$ cat src/rtl/ssd_pkg.sv
// Shared types and fixed constants of the stereo soft-clip distortion.
// Depends on nothing; imported by the divider, controller, datapath, top level and testbench.
package ssd_pkg;

  // Fixed shaper format: the driven sample is worked on in Q.24.
  localparam int SHP_FRAC = 24;
  localparam int TMAG_W   = 28;   // magnitude of the clamped sample, up to 8.0
  localparam int X2_W     = 31;   // rounded square, up to 64.0
  localparam int NUM_W    = 58;   // shaper numerator magnitude
  localparam int DEN_W    = 34;   // shaper denominator
  localparam int DVD_W    = 60;   // rounded dividend
  localparam int QUO_W    = 26;   // shaper quotient bits

  localparam logic [DEN_W-1:0] K27 = DEN_W'(27) << SHP_FRAC;

  // Register indexes of the configuration port.
  localparam logic [2:0] CFG_DRIVE    = 3'd0;
  localparam logic [2:0] CFG_TONE     = 3'd1;
  localparam logic [2:0] CFG_LEVEL    = 3'd2;
  localparam logic [2:0] CFG_MIX      = 3'd3;
  localparam logic [2:0] CFG_IN_STER  = 3'd4;
  localparam logic [2:0] CFG_OUT_STER = 3'd5;

  typedef enum logic [3:0] {
    OP_NONE,
    OP_LOAD,
    OP_RECIP,
    OP_RCORR,
    OP_DRIVE,
    OP_SQUARE,
    OP_NUMER,
    OP_LEVEL,
    OP_LOWPASS,
    OP_MIX_XL,
    OP_MIX_LL,
    OP_MIX_XR,
    OP_MIX_LR,
    OP_RESULT
  } ssd_op_t;

  typedef enum logic [3:0] {
    ST_IDLE,
    ST_RECIP,
    ST_RCORR,
    ST_DRIVE,
    ST_SQUARE,
    ST_NUMER,
    ST_DIV_GO,
    ST_DIV_WAIT,
    ST_LEVEL,
    ST_LOWPASS,
    ST_MIX_XL,
    ST_MIX_LL,
    ST_MIX_XR,
    ST_MIX_LR,
    ST_RESULT
  } ssd_state_t;

  typedef struct packed {
    ssd_op_t op;
    logic    ch;
    logic    div_start;
  } ssd_cmd_t;

  typedef struct packed {
    logic div_done;
    logic out_free;
  } ssd_status_t;

endpackage

$ cat src/rtl/ssd_ctrl.sv
// Sequencing state machine of the stereo soft-clip distortion.
// Depends on ssd_pkg; drives the datapath by command structs.
module ssd_ctrl (
  input  logic                 clk,
  input  logic                 rst_n,
  input  logic                 in_valid,
  output logic                 in_ready,
  input  ssd_pkg::ssd_status_t status,
  output ssd_pkg::ssd_cmd_t    cmd
);
  import ssd_pkg::*;

  ssd_state_t state_r, state_nxt;
  logic       ch_r, ch_nxt;

  always_comb begin
    state_nxt = state_r;
    ch_nxt    = ch_r;
    unique case (state_r)
      ST_IDLE:     if (in_valid) state_nxt = ST_RECIP;
      ST_RECIP:    state_nxt = ST_RCORR;
      ST_RCORR: begin
        state_nxt = ST_DRIVE;
        ch_nxt    = 1'b0;
      end
      ST_DRIVE:    state_nxt = ST_SQUARE;
      ST_SQUARE:   state_nxt = ST_NUMER;
      ST_NUMER:    state_nxt = ST_DIV_GO;
      ST_DIV_GO:   state_nxt = ST_DIV_WAIT;
      ST_DIV_WAIT: if (status.div_done) state_nxt = ST_LEVEL;
      ST_LEVEL:    state_nxt = ST_LOWPASS;
      ST_LOWPASS: begin
        if (ch_r) begin
          // The mix starts on the left channel.
          state_nxt = ST_MIX_XL;
          ch_nxt    = 1'b0;
        end else begin
          state_nxt = ST_DRIVE;
          ch_nxt    = 1'b1;
        end
      end
      ST_MIX_XL:   state_nxt = ST_MIX_LL;
      ST_MIX_LL: begin
        state_nxt = ST_MIX_XR;
        ch_nxt    = 1'b1;
      end
      ST_MIX_XR:   state_nxt = ST_MIX_LR;
      ST_MIX_LR:   state_nxt = ST_RESULT;
      ST_RESULT:   if (status.out_free) state_nxt = ST_IDLE;
      default:     state_nxt = ST_IDLE;
    endcase
  end

  always_comb begin
    cmd.op        = OP_NONE;
    cmd.ch        = ch_r;
    cmd.div_start = 1'b0;
    in_ready      = 1'b0;
    unique case (state_r)
      ST_IDLE: begin
        in_ready = 1'b1;
        if (in_valid) cmd.op = OP_LOAD;
      end
      ST_RECIP:    cmd.op = OP_RECIP;
      ST_RCORR:    cmd.op = OP_RCORR;
      ST_DRIVE:    cmd.op = OP_DRIVE;
      ST_SQUARE:   cmd.op = OP_SQUARE;
      ST_NUMER:    cmd.op = OP_NUMER;
      ST_DIV_GO:   cmd.div_start = 1'b1;
      ST_DIV_WAIT: cmd.op = OP_NONE;
      ST_LEVEL:    cmd.op = OP_LEVEL;
      ST_LOWPASS:  cmd.op = OP_LOWPASS;
      ST_MIX_XL:   cmd.op = OP_MIX_XL;
      ST_MIX_LL:   cmd.op = OP_MIX_LL;
      ST_MIX_XR:   cmd.op = OP_MIX_XR;
      ST_MIX_LR:   cmd.op = OP_MIX_LR;
      ST_RESULT:   if (status.out_free) cmd.op = OP_RESULT;
      default:     cmd.op = OP_NONE;
    endcase
  end

  always_ff @(posedge clk) begin
    if (!rst_n) begin
      state_r <= ST_IDLE;
      ch_r    <= 1'b0;
    end else begin
      state_r <= state_nxt;
      ch_r    <= ch_nxt;
    end
  end

endmodule

$ cat config.mk
export PLATFORM = sky130hd
export DESIGN_NAME = ssd_ctrl
export DESIGN_NICKNAME = d
export VERILOG_FILES = /design/src/rtl/ssd_pkg.sv /design/src/rtl/ssd_ctrl.sv
export SDC_FILE = /design/constraint.sdc
export NUM_CORES = 1
export LEC_CHECK = 0
export BUFFER_PORTS_ARGS = -buffer_cell sky130_fd_sc_hd__buf_4
export CORE_AREA = 2 2 39 41
export CTS_CLUSTER_DIAMETER = 40
export DETAILED_ROUTE_END_ITERATION = 8
export DIE_AREA = 0 0 41 43
export PLACE_DENSITY_LB_ADDON = 0.12
export RECOVER_POWER = 25
export REMOVE_ABC_BUFFERS = 1
export SYNTH_ARGS = -nofsm -noshare
export SYNTH_HDL_FRONTEND = slang
export SYNTH_SLANG_ARGS = --single-unit
$ cat constraint.sdc
create_clock -name clk -period 2.66 [get_ports clk]
set_clock_uncertainty 0.05 [all_clocks]
set_input_delay 0.399 -clock clk [delete_from_list [all_inputs] [get_ports clk]]
set_output_delay 0.399 -clock clk [all_outputs]
set_load 0.01 [all_outputs]
Yosys cells after proc, flatten, opt, wreduce, memory -nomap -nowiden --
Cells that the tools add are included. Widths: inputs -> output; s select.
Operators by class: $add $sub $neg 0, multipliers 0, div/mod/pow operators 0, magnitude comparators 0, equality and inequality tests 17, shift-type cells 0, muxes and demuxes 12, bitwise gates (word level) 0, reductions and logical operators 3
Operators by type and width (number):
- $pmux 4 s15 | 1
- $pmux 4 s13 | 1
- $eq 4x4->1 const B | 7
- $mux 4 | 5
- $eq 4x3->1 const B | 4
- $eq 4x2->1 const B | 2
- $ne 2x2->1 const B | 3
- $eq 4x1->1 const B | 1
- $logic_not 4->1 | 1
- $mux 1 | 4
- $pmux 1 s3 | 1
- $reduce_and 3->1 | 1
- $reduce_bool 3->1 | 1
Word-level totals: register bits 5, bits in latches 0, RAM bits 0, ROM bits 0, bits of input ports 5, output and inout bits 7, memories kept 0

Longest topological paths before layout --
Gate-level depths: netlist of the first run.
depth after elaboration 3, gate-level depth with buffers 5, gate-level depth less buffers 4

Worst setup path before layout of the first run --
No wires, ideal clock.
kind reg2out, from reg state_r[2], to out cmd[4] (netlist name), data arrival time 1.048 ns, required time 2.211 ns, setup slack 1.163 ns, cell stages (with the launch flop) 6, path through dfxtp_1 > buf_2 > nor2b_1 > a21oi_1 > o2bb2ai_1 > a21o_1
RTL lines:
- start: declaration | line ssd_ctrl.sv:13 | ssd_state_t state_r, state_nxt;
- start signal: assignment | line ssd_ctrl.sv:87 | state_r <= state_nxt;
- end: declaration | line ssd_ctrl.sv:9 | output ssd_pkg::ssd_cmd_t cmd

==> PnR_summary.wiki, run 1 <==
{| class="wikitable"
! Metric !! Value
|-
| Post-synthesis area per instance || 6.83 µm²
|-
| Number of top-level pins || 12
|-
| Area of the multi-input gates || 290 µm²
|-
| Global router's overall resource usage || 0.145
|-
| Setup repair after global routing missed its margin || no
|-
| Status || finished clean
|-
| Remaining global-route overflow || 0
|-
| Starting utilization of the core area || 0.321
|-
| Clock H-tree levels || 1
|-
| Highest ir drop seen on vdd || 0.000231 V
|-
| Worst path arrival time || 1.58 ns
|-
| Total of fill cells in the finished design || 168
|-
| TritonCTS clock tree || yes
|-
| Dominant combinational cell family by area after synthesis || compound AO/OA/AOI/OAI gates
|-
| Final Cell Area || 534 µm²
|-
| Leakage component of the power || 0.204 nW
|-
| Number of diodes || 0
|-
| PostCTS Resize Cnt || 0
|-
| Master cell of the clock root buffer || clkbuf_4
|-
| P per Cell Area || 617 nW/µm²
|-
| Hold bufs inserted after CTS || 0
|-
| Clock sinks || 5
|-
| # port buffers || 11
|-
| Final worst path period need || 2.02 ns
|-
| Maximum buffer depth of the clock tree || 2
|-
| Synthesized-area fraction occupied by ao, oa, aoi and oai cells || 0.349
|-
| Multiplexer area fraction after synthesis || 0
|-
| Initial antenna violation count || 0
|-
| Worst-case headroom to the max-slew limit || 0.626
|-
| Clock transition at the registers of the reported paths || 0.04 ns
|-
| Pre-Repair DR Iteration Count || 4
|-
| Total Routed Length || 1.06 mm
|-
| Layout area overhead || 20.3%
|-
| Post-detailed-route count of antenna-violating nets || 0
|-
| Flip-flop and latch count after synthesis || 5
|-
| Number of pins with negative max-slew slack in the final report || 0
|-
| Last weighted congestion value of the routability-driven placer || 0.756
|-
| Setup Fix Bufs, Post-CTS || 0
|-
| First-pass GRT wire length || 1.77 mm
|-
| Post-detailed-route wirelength per cell || 11.7 µm
|-
| Min-delay worst type || input port to flop
|-
| Layout Nets || 80
|-
| Required time reported for the critical path endpoint || 2.21 ns
|-
| Adder and majority gate portion of the synthesized area || 0
|-
| Worst-Margin Slew || 0.560 ns
|-
| Synth Area in XOR/XNOR || 0.0197
|-
| Core utilization of the finished layout || 0.386
|-
| Via count || 474
|-
| Setup_tns || 0 ns
|-
| Total number of yosys warnings || 0
|-
| Most frequent cells in the layout || 10 x buf_4, 8 x nor2_1, 6 x nand2_1, 6 x a21oi_1
|-
| Sequential-to-total area share from yosys stat || 0.225
|-
| Distinct cell type count after synthesis || 24
|-
| Kind of start point of the critical path || flop
|-
| Number of rows created at floorplan || 14
|-
| Drc violations || 0
|-
| Core region area || 1380 µm²
|-
| Mapped Area || 444 µm²
|-
| Maximum number of pins on one net before global-route repair || 19
|-
| Ratio of final minimum period to clock period || 0.761
|-
| Number of setup violations in the final report || 0
|-
| Die Width || 41 µm
|-
| Violation count after the first detailed-routing iteration || 12
|-
| Setup slack at placement || 0.858 ns
|-
| Category of the critical setup timing path || flop to primary output
|-
| Count of max-cap constraint violations || 0
|-
| Max Clock Freq || 0.494 GHz
|-
| Endpoint type of the worst setup path || primary output
|-
| Largest fanout on the critical path || 15
|-
| Sequential cell area || 100 µm²
|-
| HPWL after detailed placement || 796 µm
|-
| Final hold viol count || 0
|-
| Total cell area at the placement stage || 512 µm²
|-
| Post-synthesis simple-gate area fraction || 0.285
|-
| Number of global-route vias before repair || 422
|-
| Chip height || 43 µm
|-
| Worst skew pair latency || 0.23 ns
|-
| Area of the die || 1760 µm²
|-
| Worst hold slack after final layout || 0.396 ns
|-
| Worst setup margin || 0.635 ns
|-
| Most common cell after layout, fill and taps aside || buf_4
|-
| Inserted Clock Buffers || 3
|-
| Fraction of layout instances using a drive strength above 1 || 0.203
|-
| Via density || 5.27
|-
| Cells after Synth || 65
|}
-- final timing paths --
path	startpoint	end	slack (ns)	cells past startpoint
min reg2reg	ch_r	ch_r	0.53	2
max reg2reg	state_r[3]	state_r[0]	1.07	4
max	state_r[1]	cmd[4]	0.64	5
min	rst_n	state_r[0]	0.40	2
-- through the flow --
stage	total power [mW]	cells
detailed placement	0.247	86
finish	0.329	90
global placement	0.249	86
CTS	0.335	90
floorplan	0.194	59
global route	0.363	90
-- cells in the mapped netlist --
cell | number | share of area
a21oi_1 | 6 | 0.068
a2bb2oi_1 | 1 | 0.020
xnor2_1 | 1 | 0.020
buf_2 | 4 | 0.045
inv_1 | 4 | 0.034
a222oi_1 | 1 | 0.023
or3_1 | 2 | 0.028
a21o_1 | 1 | 0.017
dfxtp_1 | 5 | 0.23
o21ai_0 | 5 | 0.056
o2bb2ai_1 | 2 | 0.039
a2111oi_2 | 1 | 0.034
nand3_1 | 1 | 0.011
inv_2 | 1 | 0.0084
buf_4 | 2 | 0.034
o221ai_1 | 1 | 0.020
o21ai_1 | 1 | 0.011
nand2_1 | 6 | 0.051
nor2_1 | 8 | 0.068
nor2b_1 | 3 | 0.042
nor4_2 | 1 | 0.028
nor3_1 | 5 | 0.056
a32o_1 | 2 | 0.045
a211oi_1 | 1 | 0.017
-- final cells by class --
cell class	instances	area share
Multi-Input combinational cell	49	0.543
Clock buffer	4	0.0492
Sequential cell	5	0.187
Inverter	5	0.0351
Tap cell	16	0.0375
Timing Repair Buffer	11	0.148
-- registers in the layout, summed over array words and instances, names as in the netlist --
register,count
ch_r,1
state_r,4
-- report_power, final --
part	total, mW	switching, mW	leakage (nW)	internal [mW]
clock network	0.0844	0.0279	0.0150	0.0565
logic	0.129	0.0609	0.148	0.0679
registers	0.116	0.0323	0.0410	0.0840
-- layer usage --
metal | wire length [µm] | global-route usage
met5 | 0 | 0
met4 | 15 | 0.100
met3 | 29 | 0.0157
met2 | 512 | 0.206
met1 | 499 | 0.193
-- logic make-up (layout without fill, tap and decap cells) --
family                 Yosys count  in the layout
AND/OR/NAND/NOR                 26             26
XOR/XNOR                         1              1
flip-flops                       5              5
buffers and inverters           11             20
AO/OA/AOI/OAI                   22             22
-- critical path, stage by stage, from the launching register on --
cell and delay, ns:
dfxtp_1 0.56, nor2b_1 0.31, a21oi_1 0.11, o2bb2ai_1 0.16
a21o_1 0.10, buf_4 0.11
Power figures use the tool's default switching activity.
==> run 2, diff against run 1 <==
ABC_AREA = 1   (was not set)
clock period = 1.9 ns   (was 2.66 ns; I/O delays follow)
==> PnR_summary.wiki, run 2 <==
{| class="wikitable"
! Metric !! Value
|-
| Flip-flop and latch count after synthesis || 5 (unchanged)
|-
| Most common cell after layout, fill and taps aside || nand2_1
|-
| Fraction of layout instances using a drive strength above 1 || 0.185 (-0.0179)
|-
| Chip height || 43 µm (unchanged)
|-
| Synthesized-area fraction occupied by ao, oa, aoi and oai cells || 0.167 (-0.183)
|-
| Clock sinks || 5 (unchanged)
|-
| TritonCTS clock tree || yes
|-
| Worst-case headroom to the max-slew limit || 0.822 (+0.196)
|-
| Hold path start || rst_n
|-
| Registers with the most flip-flops || state_r (4), ch_r (1)
|-
| Number of top-level pins || 12 (unchanged)
|-
| Initial antenna violation count || 0 (unchanged)
|-
| Total of fill cells in the finished design || 164 (-2.4%)
|-
| Setup Fix Bufs, Post-CTS || 0 (unchanged)
|-
| Worst reg2reg setup slack || 0.56 ns (-0.51 ns)
|-
| Worst path arrival time || 1.38 ns (-0.20 ns)
|-
| P per Cell Area || 623 nW/µm² (+1.0%)
|-
| Ratio of final minimum period to clock period || 0.901
|-
| Final Cell Area || 553 µm² (+3.5%)
|-
| Total number of yosys warnings || 0 (unchanged)
|-
| Post-detailed-route count of antenna-violating nets || 0 (unchanged)
|-
| Worst skew pair latency || 0.24 ns (about the same)
|-
| EDFF count, synth || 0 (unchanged)
|-
| Clock H-tree levels || 1 (unchanged)
|-
| Cell taking the most area after synthesis || dfxtp_1
|-
| Master cell of the clock root buffer || clkbuf_4
|-
| Post-synthesis simple-gate area fraction || 0.455 (+0.170)
|-
| Maximum number of pins on one net before global-route repair || 7 (-12)
|-
| Final hold viol count || 0 (unchanged)
|-
| Total Routed Length || 1.11 mm (+4.7%)
|-
| Number of setup violations in the final report || 0 (unchanged)
|-
| Final worst path period need || 1.71 ns
|-
| HPWL after detailed placement || 931 µm (+17%)
|-
| Highest ir drop seen on vdd || 0.000326 V (+41%)
|-
| Adder and majority gate portion of the synthesized area || 0 (unchanged)
|-
| # port buffers || 11 (unchanged)
|-
| Final instance count without filler cells || 108 (+20%)
|-
| First-pass GRT wire length || 1.85 mm (+4.3%)
|-
| Max Clock Freq || 0.584 GHz
|-
| Remaining global-route overflow || 0 (unchanged)
|-
| Largest register by flop count || state_r
|-
| Cells after Synth || 78 (+20%)
|-
| Status || finished clean
|-
| Drc violations || 0 (unchanged)
|-
| Inserted Clock Buffers || 3 (unchanged)
|-
| Required time reported for the critical path endpoint || 1.56 ns (-0.65 ns)
|-
| Worst reg2reg path startpoint || state_r[0]
|-
| Flip-flop count of the largest register, all copies and words added || 4 (unchanged)
|-
| Synth Area in XOR/XNOR || 0 (-0.0197)
|-
| Worst-Margin Slew || 0.266 ns (-0.294 ns)
|-
| Post-detailed-route wirelength per cell || 10.3 µm (-13%)
|-
| Category of the critical setup timing path || flop to primary output
|-
| Worst setup margin || 0.189 ns (-0.446 ns)
|-
| Flip-flop cell with the highest count after synthesis || dfxtp_1
|-
| Proportion of synthesized flip-flops having asynchronous set or reset || 0 (unchanged)
|-
| Post-synthesis area per instance || 5.68 µm² (-17%)
|-
| Dominant combinational cell family by area after synthesis || simple AND/OR/NAND/NOR gates
|-
| Clock transition at the registers of the reported paths || 0.04 ns (about the same)
|-
| Layout Nets || 98 (+23%)
|-
| Global router's overall resource usage || 0.156 (+0.0112)
|-
| Most frequent cells in the layout || 24 x nand2_1, 16 x inv_1, 10 x buf_4, 8 x nor2_1, 8 x nand3_1
|-
| Cell depth of the worst hold path || 3 (+1)
|-
| Last weighted congestion value of the routability-driven placer || 0.782 (+3.4%)
|-
| PostCTS Resize Cnt || 0 (unchanged)
|-
| Cell types with the largest area share after synthesis || dfxtp_1 23%, nand2_1 20%, inv_1 14%, nand3_1 7.9%, nor2_1 5.9%
|-
| Via count || 533 (+12%)
|-
| Total cell area at the placement stage || 538 µm² (+5.1%)
|-
| Most common library cells after synthesis || 24 x nand2_1, 16 x inv_1, 7 x nand3_1, 7 x nor2_1, 5 x dfxtp_1
|-
| Endpoint type of the worst setup path || primary output
|-
| Worst Hold Path EP || state_r[1]
|-
| Core region area || 1380 µm² (unchanged)
|-
| Number of rows created at floorplan || 14 (unchanged)
|-
| Count of max-cap constraint violations || 0 (unchanged)
|-
| Via density || 4.94 (-6.3%)
|-
| Number of global-route vias before repair || 474 (+12%)
|-
| Layout area overhead || 24.9%
|-
| Hold bufs inserted after CTS || 0 (unchanged)
|-
| Distinct cell type count after synthesis || 16 (-33%)
|-
| Number of pins with negative max-slew slack in the final report || 0 (unchanged)
|-
| Kind of start point of the critical path || flop
|-
| Most common cell in the netlist || nand2_1
|-
| Maximum buffer depth of the clock tree || 2 (unchanged)
|-
| Overall power after layout || 344 µW (+4.5%)
|-
| Pre-Repair DR Iteration Count || 4 (unchanged)
|-
| Violation count after the first detailed-routing iteration || 6 (-6)
|-
| Starting utilization of the core area || 0.320 (-0.000904)
|-
| Number of cells after detailed placement || 104 (+21%)
|-
| Leakage component of the power || 0.288 nW (+41%)
|-
| Sequential-to-total area share from yosys stat || 0.226 (+0.000637)
|-
| Setup slack at placement || 0.438 ns (-0.420 ns)
|-
| Min-delay worst type || input port to flop
|-
| Multiplexer area fraction after synthesis || 0 (unchanged)
|-
| Die Width || 41 µm (unchanged)
|-
| Share of Yosys cell area claimed by the top area cell type || 0.226 (+0.000637)
|-
| Setup_tns || 0 ns (unchanged)
|-
| Setup repair after global routing missed its margin || no
|-
| Reg-to-reg endpoint || state_r[0]
|-
| Largest fanout on the critical path || 6 (-9)
|-
| Count of cells along the worst register-to-register path || 6 (+2)
|-
| Area of the die || 1760 µm² (unchanged)
|-
| Number of diodes || 0 (unchanged)
|-
| Mapped Area || 443 µm² (-0.28%)
|}
## run 2: cell count changes after synthesis, sizes merged, moves of 4 or more
cell	previous run	this run
nand2	6	24
o21ai	6	2
nor3	5	0
inv	5	16
buf	6	1
nand3	1	8
## run 2: cells by family after synthesis
family                 Yosys count
AO/OA/AOI/OAI                   11
buffers and inverters           17
flip-flops                       5
AND/OR/NAND/NOR                 45
## run 2: how the worst max path moves through the flow
stage	start	to	slack, ns
finish	state_r[3]	cmd[4]	0.19
global route	state_r[3]	cmd[5]	0.06
CTS	state_r[3]	cmd[4]	0.18
detailed placement	state_r[3]	cmd[4]	0.44
floorplan	state_r[3]	cmd[4]	0.63
global placement	state_r[3]	cmd[4]	0.41
## run 2: layer usage
layer / wire length [µm] / vias up / part of all wire / global-route usage
met5: 0 / - / 0 / 0
met4: 17 / 0 / 0.015 / 0.0667
met3: 51 / 2 / 0.046 / 0.0576
met2: 549 / 11 / 0.50 / 0.238
met1: 489 / 240 / 0.44 / 0.187
li1: - / 280 / - / -
## run 2: report_power, final
group          internal [mW]  leakage, nW  switching, mW  total (mW)
sequential             0.111       0.0407        0.00860       0.119
combinational         0.0428        0.233         0.0570      0.0999
clock                 0.0795       0.0150         0.0457       0.125
## run 2: area by class of cell
| type | count | area (µm²) | share of cell area |
|---|---|---|---|
| multi-input combinational | 56 | 268 | 0.484 |
| sequential | 5 | 100 | 0.181 |
| timing repair buffer | 11 | 78.8 | 0.143 |
| inverter | 16 | 60.1 | 0.109 |
| clock buffer | 4 | 26.3 | 0.0475 |
| tap | 16 | 20.0 | 0.0362 |
## run 2: critical path: stages (launching register included)
cell and delay (ns):
dfxtp_1 0.41, inv_1 0.13, nor2_2 0.18, inv_1 0.08, o2111ai_1 0.18, buf_4 0.15
## run 2: per-stage QoR
step	hold slack (ns)	util
after floorplan	0.333	-
after global placement	0.445	0.389
after detailed placement	0.450	0.389
after CTS	0.200	0.408
after global routing	0.201	0.400
final	0.202	0.400
==> run 3, diff against run 2 <==
clock period = 1.4 ns   (was 1.9 ns; I/O delays follow)
==> PnR_summary.wiki, run 3 (synthesis gave the netlist of run 2 again) <==
{| class="wikitable"
! Metric !! Value
|-
| Drc violations || 0 (unchanged)
|-
| Fraction of layout instances using a drive strength above 1 || 0.581 (+0.396)
|-
| Clock H-tree levels || 1 (unchanged)
|-
| Critical Path Most Common Cell || nand2_2
|-
| Largest fanout on the critical path || 6 (unchanged)
|-
| Overall power after layout || 553 µW (+60%)
|-
| Number of setup violations in the final report || 4 (+4)
|-
| Worst setup margin || -0.0711 ns (-0.260 ns)
|-
| Post-detailed-route wirelength per cell || 11.9 µm (+16%)
|-
| Area of the die || 1760 µm² (unchanged)
|-
| Worst-Margin Slew || 0.224 ns (-0.0422 ns)
|-
| Count of max-cap constraint violations || 0 (unchanged)
|-
| Ratio of final minimum period to clock period || 1.05
|-
| Worst-case headroom to the max-slew limit || 0.849 (+0.0275)
|-
| Number of diodes || 0 (unchanged)
|-
| Core region area || 1380 µm² (unchanged)
|-
| Flip-flop count of the largest register, all copies and words added || 4 (unchanged)
|-
| Registers with the most flip-flops || state_r (4), ch_r (1)
|-
| Initial antenna violation count || 0 (unchanged)
|-
| Worst hold slack after final layout || 0.140 ns (-0.0616 ns)
|-
| Hold bufs inserted after CTS || 0 (unchanged)
|-
| Number of top-level pins || 12 (unchanged)
|-
| Most frequent cells in the layout || 22 x buf_4, 15 x nand2_1, 9 x nand2_2, 8 x inv_1
|-
| Number of global-route vias before repair || 537 (+13%)
|-
| Highest ir drop seen on vdd || 0.000445 V (+36%)
|-
| Pre-Repair DR Iteration Count || 4 (unchanged)
|-
| Master cell of the clock root buffer || clkbuf_4
|-
| Number of pins with negative max-slew slack in the final report || 0 (unchanged)
|-
| Global router's overall resource usage || 0.185 (+0.0290)
|-
| Worst path arrival time || 1.21 ns (-0.17 ns)
|-
| Final worst path period need || 1.47 ns
|-
| Setup repair after global routing missed its margin || yes
|-
| Violation count after the first detailed-routing iteration || 5 (-1)
|-
| Crit. Startpoint || state_r[1]
|-
| Last weighted congestion value of the routability-driven placer || 0.845 (+8.1%)
|-
| Maximum buffer depth of the clock tree || 2 (unchanged)
|-
| Final hold viol count || 0 (unchanged)
|-
| Starting utilization of the core area || 0.320 (unchanged)
|-
| Status || complete, but fails checks
|-
| Buffers and inverters on the worst path || 2 (-1)
|-
| Leakage component of the power || 0.375 nW (+30%)
|-
| Sequential cell area || 115 µm² (+15%)
|-
| Via density || 4.95 (+0.31%)
|-
| Die Width || 41 µm (unchanged)
|-
| Cell family with the largest share of critical-path delay || flip-flops
|-
| Failing checks || negative setup slack
|-
| Remaining global-route overflow || 0 (unchanged)
|-
| Max Clock Freq || 0.680 GHz
|-
| Category of the critical setup timing path || flop to primary output
|-
| Min-delay worst type || input port to flop
|-
| Hold path start || rst_n
|-
| Total of fill cells in the finished design || 133 (-19%)
|-
| Post-detailed-route count of antenna-violating nets || 0 (unchanged)
|-
| Area of the multi-input gates || 369 µm² (+38%)
|-
| First-pass GRT wire length || 2.24 mm (+21%)
|-
| Worst reg2reg path startpoint || state_r[1]
|-
| Total Routed Length || 1.43 mm (+30%)
|-
| Layout Nets || 111 (+13%)
|-
| Via count || 599 (+12%)
|-
| Worst reg2reg setup slack || 0.03 ns (-0.53 ns)
|-
| Inserted Clock Buffers || 3 (unchanged)
|-
| Clock transition at the registers of the reported paths || 0.04 ns (about the same)
|-
| Worst skew pair latency || 0.24 ns (about the same)
|-
| Clock sinks || 5 (unchanged)
|-
| Maximum single-stage delay on the critical path || 0.38 ns (-0.03 ns)
|-
| HPWL after detailed placement || 962 µm (+3.4%)
|-
| Final instance count without filler cells || 121 (+12%)
|-
| Endpoint type of the worst setup path || primary output
|-
| Number of cells after detailed placement || 106 (+1.9%)
|-
| Setup_tns || -0.154 ns (-0.154 ns)
|-
| Layout area overhead || 75.7%
|-
| Maximum number of pins on one net before global-route repair || 7 (unchanged)
|-
| TritonCTS clock tree || yes
|-
| Required time reported for the critical path endpoint || 1.14 ns (-0.42 ns)
|-
| P per Cell Area || 710 nW/µm² (+14%)
|-
| Most common cell after layout, fill and taps aside || buf_4
|-
| # port buffers || 11 (unchanged)
|-
| Number of rows created at floorplan || 14 (unchanged)
|-
| Critical-path top delay cell || dfxtp_4
|-
| Largest register by flop count || state_r
|-
| Kind of start point of the critical path || flop
|-
| Chip height || 43 µm (unchanged)
|-
| List of cells traversed by the critical path || nor2_4 -> nand2_2 -> inv_2 -> nand2_2 -> o2111ai_2 -> buf_4
|}
run 3: path summary, 6_finish.rpt:
check / end / cells after the start
min: state_r[1] / 3
max reg2reg: state_r[3] / 9
max: cmd[2] / 6
min reg2reg: ch_r / 2
run 3: per-layer routing:
metal	part of all wire	vias up	GRT usage	routed length (µm)
met4	0	0	0.0600	0
li1	-	305	-	-
met3	0.038	0	0.0314	54
met5	0	-	0	0
met2	0.55	14	0.294	783
met1	0.42	280	0.241	596
run 3: layout make-up:
class                   instances  area share
repair buffers                 24       0.232
multi-input cells              56       0.474
clock buffers                   4      0.0338
flip-flops and latches          5       0.148
well taps                      16      0.0257
inverters                      16      0.0868
run 3: through the flow:
step / instance area [µm²] / utilization / setup WS [ns]
detailed placement: 553 / 0.400 / 0.00447
CTS: 678 / 0.490 / -0.0620
global placement: 553 / 0.400 / -0.00817
global route: 778 / 0.562 / -0.115
floorplan: 435 / - / 0.206
finish: 778 / 0.562 / -0.0711
run 3: what timing repair did:
item / 4_1_cts / 5_1_grt
pin swaps: 3 / 12
setup buffers: 3 / 8
setup endpoints to repair: 5 / 8
resized for setup: 26 / 20
cloned: 0 / 0
run 3: report_power, final:
group / internal (mW) / total [mW] / switching, mW
Combinational: 0.107 / 0.216 / 0.109
Clock: 0.108 / 0.165 / 0.0577
Sequential: 0.148 / 0.172 / 0.0234
Total: 0.363 / 0.553 / 0.190
run 3: worst reg2reg max path, stage by stage, from the launching register on:
cell     delay, ns
dfxtp_4       0.41
inv_4         0.06
nor2_4        0.14
buf_4         0.13
buf_4         0.09
nand2_1       0.05
nor2_2        0.13
nor2_4        0.06
nand3_1       0.06
a21oi_1       0.07
